===== config.mk =====
export PLATFORM = sky130hd
export DESIGN_NAME = selective_repeat_sender_window
export DESIGN_NICKNAME = d
export VERILOG_FILES = /design/src/rtl/srsw_pkg.sv /design/src/rtl/selective_repeat_sender_window.sv /design/src/rtl/srsw_front.sv /design/src/rtl/srsw_back.sv
export SDC_FILE = /design/constraint.sdc
export NUM_CORES = 1
export LEC_CHECK = 0
export BUFFER_PORTS_ARGS = -buffer_cell sky130_fd_sc_hd__buf_2
export CAP_MARGIN = 5
export CORE_MARGIN = 2
export CORE_UTILIZATION = 45
export DETAILED_ROUTE_END_ITERATION = 7
export SYNTH_ARGS = -nofsm -noshare
export SYNTH_HDL_FRONTEND = slang
export SYNTH_SLANG_ARGS = --single-unit

===== constraint.sdc =====
create_clock -name clk -period 9.2 [get_ports clk]
set_clock_uncertainty 0.15 [all_clocks]
set_input_delay 1.84 -clock clk [delete_from_list [all_inputs] [get_ports clk]]
set_output_delay 1.84 -clock clk [all_outputs]
set_load 0.005 [all_outputs]

===== src/rtl/srsw_pkg.sv =====
package srsw_pkg;

	localparam int WINDOW_MAX = 32;
	localparam int SLOT_W     = $clog2(WINDOW_MAX);
	localparam int CNT_W      = $clog2(WINDOW_MAX + 1);
	localparam int PKT_W      = 16;
	localparam int WS_W       = 6;

	localparam int QDEPTH  = 4;
	localparam int QPTR_W  = $clog2(QDEPTH);
	localparam int QCNT_W  = $clog2(QDEPTH + 1);

	localparam int ADDR_W  = 3;
	localparam int DATA_W  = 32;

	localparam logic [WS_W-1:0]  WS_RESET = WS_W'(4);
	localparam logic [PKT_W-1:0] TP_RESET = PKT_W'(20);

	typedef enum logic {
		REG_WINDOW = 1'b0,
		REG_TOTAL  = 1'b1
	} reg_idx_t;

	typedef enum logic [1:0] {
		CMD_SEND    = 2'd0,
		CMD_ACK_POS = 2'd1,
		CMD_ACK_NEG = 2'd2
	} cmd_t;

	typedef enum logic [1:0] {
		BK_IDLE  = 2'd0,
		BK_EMIT  = 2'd1,
		BK_DRAIN = 2'd2
	} bk_state_t;

	typedef struct packed {
		logic valid;
		cmd_t cmd;
	} q_head_t;

	typedef struct packed {
		logic             valid;
		logic [PKT_W-1:0] packet_number;
		logic             retransmitted;
		logic [PKT_W-1:0] frame_number;
		logic             last;
		logic             all_done;
	} result_t;

endpackage


===== src/rtl/selective_repeat_sender_window.sv =====
// Selective-repeat ARQ sender window.
// Items enter on start/action/ack_negative and are taken when start is high
// and busy is low. A four-beat command queue sits between intake and the
// frame engine, so acks are taken one per cycle while a frame is out until
// the queue is full. Ack items give no result; the idle engine pops them.
// A send item gives one beat per packet on result_valid and the result
// ports, resends first, then fresh numbers, with last on the final beat.
// After pickup the engine issues one slot per cycle through the resend list
// read, the slot store read and the result register, so beats follow one
// per cycle; it takes no new item until the frame's last beat has passed
// the reads. Once all packets are delivered a send gives a single all_done
// beat in the cycle after pickup. Each result beat is shown for one cycle
// only; the receiver cannot stall. Reset clears counters, the queue and the
// registers (window 4, total 20); the slot stores are not cleared and are
// only read where written. Registers: window_size at 0x0, total_packets at
// 0x4, written only while idle by the user; the block does not enforce it.
module selective_repeat_sender_window import srsw_pkg::*; (
	input  logic              clk,
	input  logic              arst_n,
	input  logic              start,
	input  logic              action,
	input  logic              ack_negative,
	output logic              busy,
	output logic              result_valid,
	output logic [PKT_W-1:0]  packet_number,
	output logic              retransmitted,
	output logic [PKT_W-1:0]  frame_number,
	output logic              last,
	output logic              all_done,
	input  logic              psel,
	input  logic              penable,
	input  logic              pwrite,
	input  logic [ADDR_W-1:0] paddr,
	input  logic [DATA_W-1:0] pwdata,
	output logic [DATA_W-1:0] prdata,
	output logic              pready
);

	logic [WS_W-1:0]  window_size_q;
	logic [PKT_W-1:0] total_packets_q;
	logic             cfg_wr;
	reg_idx_t         reg_idx;
	q_head_t          head;
	logic             pop;
	result_t          res;

	assign pready  = 1'b1;
	assign cfg_wr  = psel && penable && pwrite && pready;
	assign reg_idx = reg_idx_t'(paddr[ADDR_W-1]);

	always_comb begin
		unique case (reg_idx)
			REG_WINDOW: prdata = DATA_W'(window_size_q);
			REG_TOTAL:  prdata = DATA_W'(total_packets_q);
			default:    prdata = '0;
		endcase
	end

	always_ff @(posedge clk or negedge arst_n) begin
		if (!arst_n) begin
			window_size_q   <= WS_RESET;
			total_packets_q <= TP_RESET;
		end else if (cfg_wr) begin
			unique case (reg_idx)
				REG_WINDOW: window_size_q   <= pwdata[WS_W-1:0];
				REG_TOTAL:  total_packets_q <= pwdata[PKT_W-1:0];
				default:    ;
			endcase
		end
	end

	srsw_front u_front (
		.clk          (clk),
		.arst_n       (arst_n),
		.start        (start),
		.action       (action),
		.ack_negative (ack_negative),
		.busy         (busy),
		.head         (head),
		.pop          (pop)
	);

	srsw_back u_back (
		.clk           (clk),
		.arst_n        (arst_n),
		.head          (head),
		.pop           (pop),
		.window_size   (window_size_q),
		.total_packets (total_packets_q),
		.res           (res)
	);

	assign result_valid  = res.valid;
	assign packet_number = res.packet_number;
	assign retransmitted = res.retransmitted;
	assign frame_number  = res.frame_number;
	assign last          = res.last;
	assign all_done      = res.all_done;

endmodule


===== src/rtl/srsw_front.sv =====
module srsw_front import srsw_pkg::*; (
	input  logic    clk,
	input  logic    arst_n,
	input  logic    start,
	input  logic    action,
	input  logic    ack_negative,
	output logic    busy,
	output q_head_t head,
	input  logic    pop
);

	cmd_t              fifo_q [QDEPTH];
	logic [QPTR_W-1:0] wr_ptr_q;
	logic [QPTR_W-1:0] rd_ptr_q;
	logic [QCNT_W-1:0] count_q;
	logic              push;
	logic              do_pop;
	cmd_t              cmd_in;

	always_comb begin
		unique case ({action, ack_negative})
			2'b10:   cmd_in = CMD_ACK_POS;
			2'b11:   cmd_in = CMD_ACK_NEG;
			default: cmd_in = CMD_SEND;
		endcase
	end

	assign busy       = (count_q == QCNT_W'(QDEPTH));
	assign push       = start && !busy;
	assign do_pop     = pop && (count_q != '0);
	assign head.valid = (count_q != '0);
	assign head.cmd   = fifo_q[rd_ptr_q];

	always_ff @(posedge clk) begin
		if (push) begin
			fifo_q[wr_ptr_q] <= cmd_in;
		end
	end

	always_ff @(posedge clk or negedge arst_n) begin
		if (!arst_n) begin
			wr_ptr_q <= '0;
			rd_ptr_q <= '0;
			count_q  <= '0;
		end else begin
			if (push) begin
				wr_ptr_q <= wr_ptr_q + 1'b1;
			end
			if (do_pop) begin
				rd_ptr_q <= rd_ptr_q + 1'b1;
			end
			if (push && !do_pop) begin
				count_q <= count_q + 1'b1;
			end else if (!push && do_pop) begin
				count_q <= count_q - 1'b1;
			end
		end
	end

endmodule


===== src/rtl/srsw_back.sv =====
module srsw_back import srsw_pkg::*; (
	input  logic             clk,
	input  logic             arst_n,
	input  q_head_t          head,
	output logic             pop,
	input  logic [WS_W-1:0]  window_size,
	input  logic [PKT_W-1:0] total_packets,
	output result_t          res
);

	// resend list holds slot indices of the current frame, not packet numbers
	logic [SLOT_W-1:0] resend_list [WINDOW_MAX];
	logic [PKT_W-1:0]  frame_slots [WINDOW_MAX];

	bk_state_t state_q, state_d;

	logic [CNT_W-1:0] rc_q;
	logic [CNT_W-1:0] fl_q;
	logic [CNT_W-1:0] ack_slot_q;
	logic [PKT_W-1:0] next_fresh_q;
	logic [PKT_W-1:0] delivered_q;
	logic [PKT_W-1:0] frames_sent_q;

	logic [CNT_W-1:0] n_q;
	logic [CNT_W-1:0] r_q;
	logic [CNT_W-1:0] rcs_q;
	logic [CNT_W-1:0] base_q;
	logic [PKT_W-1:0] fn_q;
	logic [CNT_W-1:0] issue_q;

	logic              v_s1;
	logic [SLOT_W-1:0] s_s1;
	logic [SLOT_W-1:0] rl_rd_s1;
	logic              v_s2;
	logic [SLOT_W-1:0] s_s2;
	logic              rt_s2;
	logic [PKT_W-1:0]  fs_rd_s2;

	logic             issue;
	logic             do_send;
	logic             do_ack;
	logic             fin;
	logic [CNT_W:0]   resend_wide;
	logic [CNT_W-1:0] resend_n;
	logic [CNT_W-1:0] win;
	logic [PKT_W-1:0] rem;
	logic [CNT_W-1:0] room;
	logic [CNT_W-1:0] fresh;
	logic [CNT_W-1:0] n_calc;
	logic [CNT_W-1:0] off_s1;
	logic [CNT_W-1:0] src_wide;
	logic [SLOT_W-1:0] src_s1;
	logic             rt_s1;
	logic [PKT_W-1:0] pkt_s2;

	assign fin = (delivered_q >= total_packets);

	// frame sizing: resends = queued negatives plus unacked tail of last frame
	always_comb begin
		resend_wide = {1'b0, rc_q} + {1'b0, fl_q} - {1'b0, ack_slot_q};
		resend_n    = resend_wide[CNT_W-1:0];
		if ({1'b0, window_size} > (WS_W + 1)'(WINDOW_MAX)) begin
			win = CNT_W'(WINDOW_MAX);
		end else begin
			win = CNT_W'(window_size);
		end
		rem   = (total_packets > next_fresh_q) ? (total_packets - next_fresh_q) : '0;
		room  = (win > resend_n) ? (win - resend_n) : '0;
		fresh = (rem < PKT_W'(room)) ? rem[CNT_W-1:0] : room;
		n_calc = resend_n + fresh;
	end

	always_comb begin
		state_d = state_q;
		unique case (state_q)
			BK_IDLE: begin
				if (head.valid && head.cmd == CMD_SEND && !fin && n_calc != '0) begin
					state_d = BK_EMIT;
				end
			end
			BK_EMIT: begin
				if (issue_q == n_q - 1'b1) begin
					state_d = BK_DRAIN;
				end
			end
			BK_DRAIN: begin
				if (!v_s1 && !v_s2) begin
					state_d = BK_IDLE;
				end
			end
			default: state_d = BK_IDLE;
		endcase
	end

	always_comb begin
		pop   = 1'b0;
		issue = 1'b0;
		unique case (state_q)
			BK_IDLE:  pop   = head.valid;
			BK_EMIT:  issue = 1'b1;
			BK_DRAIN: ;
			default:  ;
		endcase
	end

	assign do_send = pop && head.cmd == CMD_SEND;
	assign do_ack  = pop && head.cmd != CMD_SEND && ack_slot_q < fl_q;

	// stage 1 source slot: from the list first, then the unacked tail
	always_comb begin
		off_s1   = {1'b0, s_s1} - rcs_q;
		src_wide = base_q + off_s1;
		src_s1   = ({1'b0, s_s1} < rcs_q) ? rl_rd_s1 : src_wide[SLOT_W-1:0];
		rt_s1    = ({1'b0, s_s1} < r_q);
	end

	assign pkt_s2 = rt_s2 ? fs_rd_s2 : next_fresh_q;

	// source reads always sit at or above the slot being written
	always_ff @(posedge clk) begin
		if (do_ack && head.cmd == CMD_ACK_NEG) begin
			resend_list[rc_q[SLOT_W-1:0]] <= ack_slot_q[SLOT_W-1:0];
		end
		if (v_s2) begin
			frame_slots[s_s2] <= pkt_s2;
		end
		rl_rd_s1 <= resend_list[issue_q[SLOT_W-1:0]];
		fs_rd_s2 <= frame_slots[src_s1];
		s_s1     <= issue_q[SLOT_W-1:0];
		s_s2     <= s_s1;
		rt_s2    <= rt_s1;
	end

	always_ff @(posedge clk or negedge arst_n) begin
		if (!arst_n) begin
			state_q       <= BK_IDLE;
			rc_q          <= '0;
			fl_q          <= '0;
			ack_slot_q    <= '0;
			next_fresh_q  <= '0;
			delivered_q   <= '0;
			frames_sent_q <= '0;
			n_q           <= '0;
			r_q           <= '0;
			rcs_q         <= '0;
			base_q        <= '0;
			fn_q          <= '0;
			issue_q       <= '0;
			v_s1          <= 1'b0;
			v_s2          <= 1'b0;
			res.valid     <= 1'b0;
		end else begin
			state_q <= state_d;
			v_s1    <= issue;
			v_s2    <= v_s1;

			if (do_ack) begin
				ack_slot_q <= ack_slot_q + 1'b1;
				if (head.cmd == CMD_ACK_NEG) begin
					rc_q <= rc_q + 1'b1;
				end else if (delivered_q != '1) begin
					delivered_q <= delivered_q + 1'b1;
				end
			end

			if (do_send && !fin) begin
				rc_q       <= '0;
				fl_q       <= n_calc;
				ack_slot_q <= '0;
				n_q        <= n_calc;
				r_q        <= resend_n;
				rcs_q      <= rc_q;
				base_q     <= ack_slot_q;
				fn_q       <= frames_sent_q;
				issue_q    <= '0;
				if (n_calc != '0) begin
					frames_sent_q <= frames_sent_q + 1'b1;
				end
			end else if (issue) begin
				issue_q <= issue_q + 1'b1;
			end

			if (v_s2 && !rt_s2) begin
				next_fresh_q <= next_fresh_q + 1'b1;
			end

			if (do_send && fin) begin
				res.valid         <= 1'b1;
				res.packet_number <= '0;
				res.retransmitted <= 1'b0;
				res.frame_number  <= frames_sent_q;
				res.last          <= 1'b0;
				res.all_done      <= 1'b1;
			end else if (v_s2) begin
				res.valid         <= 1'b1;
				res.packet_number <= pkt_s2;
				res.retransmitted <= rt_s2;
				res.frame_number  <= fn_q;
				res.last          <= ({1'b0, s_s2} == n_q - 1'b1);
				res.all_done      <= 1'b0;
			end else begin
				res.valid <= 1'b0;
			end
		end
	end

endmodule


# Yosys cells after proc, flatten, opt, wreduce, memory -nomap -nowiden
# Memory sizes are Yosys's and may differ from the RTL's. A register that Yosys moved wholly into a read port is not among the register bits.
# Index checks and enable logic that the tools add are counted.
[classes] add_sub_neg=18 magnitude_cmp=8 n_eq_ne=12 muxes=31 n_bitwise=2 n_reduce_logical=41
[ops] op="32-bit case mux with 2 select lines" n=1
[ops] op="6-bit two-way mux" n=10
[ops] op="16-bit by 1-bit adder with 16-bit output, second input constant" n=3
[ops] op="36-bit two-way mux" n=1
[ops] op="35-bit two-way mux" n=1
[ops] op="16-bit two-way mux" n=2
[ops] op="6-bit by 1-bit adder with 6-bit output, second input constant" n=3
[ops] op="1-bit logical AND" n=17
[ops] op="16-bit greater-or-equal comparator" n=1
[ops] op="16-bit greater-than comparator" n=1
[ops] op="16-bit by 6-bit less-than comparator with 1-bit output" n=1
[ops] op="16-bit != test, second input constant" n=1
[ops] op="16-bit subtractor" n=1
[ops] op="6-bit adder" n=2
[ops] op="5-bit by 6-bit less-than comparator with 1-bit output" n=2
[ops] op="2-bit nonzero test" n=6
[ops] op="6-bit subtractor" n=2
[ops] op="2-bit AND reduction" n=5
[ops] op="2-bit == test, second input constant" n=4
[ops] op="1-bit two-way mux" n=8
[ops] op="1-bit logical NOT" n=7
[ops] op="5-bit by 6-bit == test with 1-bit output" n=1
[ops] op="6-bit == test" n=1
[ops] op="6-bit greater-than comparator" n=1
[ops] op="21 further kinds" n=30
[totals] register_bits=185 ram_bits=680 input_bits=43 out_inout_bits=70 wordCells=143 memories=3
[memory_table] memory="u_back.frame_slots" words=32 width=16 read_ports=1 rd_clocked_by_memory_dff=1 write_ports=1 line_no="srsw_back.sv:13" source="logic [PKT_W-1:0] frame_slots [WINDOW_MAX];"
[memory_table] memory="u_back.resend_list" words=32 width=5 read_ports=1 rd_clocked_by_memory_dff=1 write_ports=1 line_no="srsw_back.sv:12" source="logic [SLOT_W-1:0] resend_list [WINDOW_MAX];"
[memory_table] memory="u_front.fifo_q" words=4 width=2 read_ports=1 rd_clocked_by_memory_dff=0 write_ports=1 line_no="srsw_front.sv:12" source="cmd_t fifo_q [QDEPTH];"

# Logic depth before layout (Yosys ltp)
[depth] depth_word=11 mapped_depth=37 depth_no_buf=36

# Modules after synthesis
# Synthesis repeated with hierarchy kept, for this count alone.
[unflattened] hier_cells=2615 hier_area_um2=37951.4
[by_module_without_submodules] module="srsw_back" instances=1 cells_per_inst=2484 area_per_inst_um2=36045.8
[by_module_without_submodules] module="selective_repeat_sender_window" instances=1 cells_per_inst=84 area_per_inst_um2=1167.4
[by_module_without_submodules] module="srsw_front" instances=1 cells_per_inst=47 area_per_inst_um2=738.2

# Worst setup path before layout
# Ideal clock, no wire load.
[synth_path] path_kind="register to register" from="reg u_back.ack_slot_q[1]" to="reg u_back.frames_sent_q[11]" setup_time_ns=0.123 t_arrival_ns=6.887 required_ns=8.927 slack_ns=2.040 stages_incl_launch_ff=35 synth_period_minus_slack_ns=7.160 path_cell_list="dfrtp_1 > fa_1 > inv_1 > ha_1 > a21o_1 > a21oi_1 > o21bai_1 > a21oi_1 > xnor2_1 > inv_1 > ha_1 > nand4_1 > o22ai_1 > a21oi_1 > nand3_1 > ha_1 > a21o_1 > a21oi_1 > and2_1 > a41oi_1 > o21ai_1 > nand2_1 > mux2i_1 > ha_1 > a21o_1 > a21oi_1 > o21bai_1 > a21oi_1 > xor2_1 > inv_1 > and4_1 > nor3_4 > buf_4 > nand4_1 > xnor2_1"
[synth_between] elab_chain_cells=8 word_cells_on_any_way=9 cone_classes="add/sub: 3; order compare: 2; mux: 2; reduce/logical: 2"
[synth_rtl] item="start: declaration" line_no="srsw_back.sv:19" source="logic [CNT_W-1:0] ack_slot_q;"
[synth_rtl] item="start signal: assignment" line_no="srsw_back.sv:158" source="ack_slot_q <= ack_slot_q + 1'b1;"
[synth_rtl] item="6-bit subtractor (*)" line_no="srsw_back.sv:60" source="resend_wide = {1'b0, rc_q} + {1'b0, fl_q} - {1'b0, ack_slot_q};"
[synth_rtl] item="6-bit subtractor or 6-bit greater-than comparator (tied branches)" line_no="srsw_back.sv:68" source="room = (win > resend_n) ? (win - resend_n) : '0;"
[synth_rtl] item="6-bit two-way mux" line_no="srsw_back.sv:68"
[synth_rtl] item="16-bit by 6-bit less-than comparator with 1-bit output" line_no="srsw_back.sv:69" source="fresh = (rem < PKT_W'(room)) ? rem[CNT_W-1:0] : room;"
[synth_rtl] item="6-bit two-way mux" line_no="srsw_back.sv:69"
[synth_rtl] item="6-bit adder (*)" line_no="srsw_back.sv:70" source="n_calc = resend_n + fresh;"
[synth_rtl] item="6-bit nonzero test (*)" line_no="srsw_back.sv:176" source="if (n_calc != '0) begin"
[synth_rtl] item="2-bit AND reduction (no source line) (*)"
[synth_rtl] item="end signal: assignment" line_no="srsw_back.sv:177" source="frames_sent_q <= frames_sent_q + 1'b1;"
[synth_rtl] item="end: declaration" line_no="srsw_back.sv:22" source="logic [PKT_W-1:0] frames_sent_q;"
# Every way passes the cells marked *; elsewhere a longest branch is shown, timed or not.
# A chain may end at the register's enable or synchronous reset.

# Worst setup path after layout
[layout_path] from="reg u_back.rc_q[2]" to="reg u_back.frames_sent_q[11]"
[layout_between] elab_chain_cells=9 word_cells_on_any_way=10 cone_classes="add/sub: 4; order compare: 2; mux: 2; reduce/logical: 2"
[layout_rtl] item="start: declaration" line_no="srsw_back.sv:17" source="logic [CNT_W-1:0] rc_q;"
[layout_rtl] item="start signal: assignment" line_no="srsw_back.sv:160" source="rc_q <= rc_q + 1'b1;"
[layout_rtl] item="6-bit adder (*)" line_no="srsw_back.sv:60"
[layout_rtl] item="6-bit subtractor (*)" line_no="srsw_back.sv:60"
[layout_rtl] item="6-bit subtractor or 6-bit greater-than comparator (tied branches)" line_no="srsw_back.sv:68"
[layout_rtl] item="6-bit two-way mux" line_no="srsw_back.sv:68"
[layout_rtl] item="16-bit by 6-bit less-than comparator with 1-bit output" line_no="srsw_back.sv:69"
[layout_rtl] item="6-bit two-way mux" line_no="srsw_back.sv:69"
[layout_rtl] item="6-bit adder (*)" line_no="srsw_back.sv:70"
[layout_rtl] item="6-bit nonzero test (*)" line_no="srsw_back.sv:176"
[layout_rtl] item="2-bit AND reduction (no source line) (*)"
# Marks and branches as above.

==> reports/metrics.csv <==
stage,metric,value,unit
clock_network,cts-root-buf,clkbuf_16,
global_route,first_global_vias,23600,
sta,rsz0062_at_grt,false,
global_route,grt_antenna_before_repair,0,
floorplanning,start_util,0.453,
clock_network,cts_sinks,886,
global_route,grt_usage,0.213,
global_route,grt_max_degree,161,
floorplanning,design.core.area,0.0850,mm^2
clock_network,post_cts_buffers,0,
route,drc,0,
clock_network,cts_tree,done,
synthesis,synth_edf_count,715,
placement,place.gp.congestion,0.861,
synthesis,ys_ff_latch,886,
floorplanning,rows,107,
clock_network,htree_levels,3,
placement,placed_area,0.0403,mm^2
cells_and_area,stdcell_area,0.0432,mm^2
critical_path,reg2reg_slack,1.02,ns
sta,tightest_slew,1.18,ns
sta,setup_viol,0,
min_path,hp-class,flip-flop to flip-flop,
sta,slew_headroom,0.215,
critical_path,end_kind,flip-flop,
floorplanning,dieArea,0.0880,mm^2
global_route,grt_overflow,0,
placement,port_buffers,77,
critical_path,startpoint_type,flip-flop,
cells_and_area,nets,3127,
critical_path,worst-path-buf-inv,4,
floorplanning,chipWidth,297,um
global_route,grt_pass1_wl,142000,um
clock_network,clkLatencyLatePin,0.66,ns
sta,fmax,122,MHz
route,firstDrtPassIters,7,
synthesis,synth_cells,2909,
critical_path,crit_type,flip-flop to flip-flop,
synthesis,yosysSeqAreaShare,0.664,
status,status,"complete, no violations",
cells_and_area,regArea,0.0256,mm^2
critical_path,worstPathMaxFanout,14,
route,ant_nets,0,
sta,fin_crit_sh,0.889,
synthesis,synthArstFlopShare,0.157,
sta,fin_setup_tns,0,ns
job,cap_violations,0,
synthesis,syn_area_per_cell,13.2,um^2
synthesis,ys_warn_count,0,
sta,period_needed,8.18,ns
cells_and_area,fillers,7126,
synthesis,synth_top_area_share,0.557,
floorplanning,die_h,297,um
synthesis,synth_cell_types,76,
route,vias,23300,
cells_and_area,drive_above_1_share,0.134,
synthesis,synth_top_flop_cell,edfxtp_1,
sta,fin_ws,1.02,ns
route,routed_wl,92700,um
critical_path,cpPeakStageDelay,0.58,ns
synthesis,syn-cell-area,0.0385,mm^2
sta,slew_viol_final,0,
cells_and_area,multiInputGateArea,0.0120,mm^2
critical_path,crit_slowest_cell,fa_1,
clock_network,cts_resized,0,
critical_path,crit_arrival,8.56,ns
clock_network,cts_hold_buf,0,
synthesis,ys_top_cells_by_area,"edfxtp_1 56%, dfrtp_1 8.8%, nand2_1 4.3%",
route,drtIter0Drc,2126,
critical_path,cp.required,9.58,ns
floorplanning,num_io_pins,113,
synthesis,synth_common_cells,"715 x edfxtp_1, 439 x nand2_1, 162 x nor2_1",
placement,pre_cts_slack,1.03,ns
synthesis,yosysMostFrequentCell,edfxtp_1,
clock_network,numCtsBuffers,93,
cells_and_area,antenna_cells,0,
clock_network,clk_pin_slew,0.06,ns
synthesis,synth_area_leader_cell,edfxtp_1,
placement,dpl.hpwl,57400,um
cells_and_area,area_growth,12.1,%
cells_and_area,instances_no_fill,4197,
critical_path,crit_top_cell,a21oi_1,
route,vias_per_cell,5.56,
critical_path,cp_top_family,compound AO/OA/AOI/OAI gates,
sta,hold_violations,0,
clock_network,cts_buffer_depth,3,
route,post_drt_wl_per_cell,22.1,um
placement,dp_cells,4029,
worst register-to-register path, delay by kind of cell, from the launching register on:
family,cells,cell delay [ns]
AOI/OAI and AO/OA,13,2.29
muxes,1,0.32
xor gates and xnor gates,3,0.63
buffers and inverters,4,0.54
DFF,1,0.44
adders and majority gates,5,1.91
and+or+nand+nor,7,1.78
worst paths after layout:
| check | startpoint | cells after the start | to |
|---|---|---|---|
| worst max register to register | u_back.rc_q[2] | 33 | u_back.frames_sent_q[11] |
| max in group asynchronous | arst_n | 2 | u_back.issue_q[1] |
| worst min register to register | u_back.v_s1 | 0 | u_back.v_s2 |
| worst max-delay path | u_back.rc_q[2] | 33 | u_back.frames_sent_q[11] |
| worst min-delay path | u_back.v_s1 | 0 | u_back.v_s2 |
| min in group asynchronous | arst_n | 1 | total_packets_q[0] |
cells by family (layout without fill, tap and decap cells):
family | Yosys count | count (layout) | share of synthesized area
other | 2 | 17 | 0.000195
adder cells (fa/ha/maj) | 104 | 104 | 0.0363
multiplexers | 107 | 107 | 0.0474
AND/OR/NAND/NOR | 941 | 941 | 0.114
XOR/XNOR | 101 | 101 | 0.0230
flip-flops | 886 | 886 | 0.664
AO/OA/AOI/OAI | 487 | 487 | 0.0845
buffers and inverters | 281 | 410 | 0.0304
final cells by class:
| class | instances | share of cell area |
|---|---|---|
| inverters | 110 | 0.00956 |
| flip-flops and latches | 886 | 0.593 |
| repair buffers | 132 | 0.0195 |
| clock inverters | 42 | 0.00887 |
| well taps | 1144 | 0.0332 |
| clock buffers | 126 | 0.0586 |
| multi-input cells | 1757 | 0.277 |
per-stage QoR:
step / hold WS, ns / utilization
floorplan: 0.195 / -
detailed placement: 0.231 / 0.474
CTS: 0.244 / 0.508
finish: 0.245 / 0.508
global placement: 0.239 / 0.474
global route: 0.249 / 0.508
layer usage:
metal  wire length [um]  part of all wire  vias to the layer above  GRT usage
met5                  0                 0                        -          0
met4               3020             0.033                        0     0.0743
met3               3870             0.042                      152     0.0302
met2              46800              0.50                      553      0.367
met1              39000              0.42                    11800      0.278
li1                   -                 -                    10800          -
sequential cells by signal, indices dropped and copies added, names as in the netlist, 5 cells and up:
name,count
u_back.res,36
u_back.resend_list,160
u_back.r_q,6
u_back.delivered_q,16
u_back.next_fresh_q,16
u_back.base_q,5
u_back.frame_slots,512
u_back.rcs_q,6
total_packets_q,16
u_back.s_s1,5
u_back.frames_sent_q,16
window_size_q,6
u_back.ack_slot_q,6
u_front.fifo_q,8
u_back.fl_q,6
u_back.rc_q,6
u_back.rl_rd_s1,5
u_back.fs_rd_s2,16
u_back.s_s2,5
u_back.fn_q,16
u_back.issue_q,6
cells in the final DEF, fill, tap and decap left out, drive strengths merged, types with 13 or more instances in the layout:
cell type / Yosys / routed
nor2b: 15 / 15
nand2b: 15 / 15
clkinv: 2 / 30
fa: 13 / 13
nand4: 25 / 25
clkbuf: 120 / 126
mux4: 56 / 56
o22ai: 32 / 32
a31oi: 105 / 105
nor2: 164 / 164
a21o: 21 / 21
nand2: 440 / 440
xor2: 27 / 27
ha: 91 / 91
mux2: 40 / 40
xnor2: 74 / 74
nand3: 32 / 32
and2: 145 / 145
nor3: 35 / 35
a311oi: 17 / 17
o21ai: 79 / 79
a211oi: 143 / 143
edfxtp: 715 / 715
inv: 108 / 114
nor4: 17 / 17
o32ai: 14 / 14
a21oi: 46 / 46
conb: 2 / 17
dfxtp: 32 / 32
buf: 51 / 132
dfrtp: 136 / 136
Power is left out: the tool's default activity adds up to more than one toggle a clock period on the data nets, which glitch-free logic cannot reach.
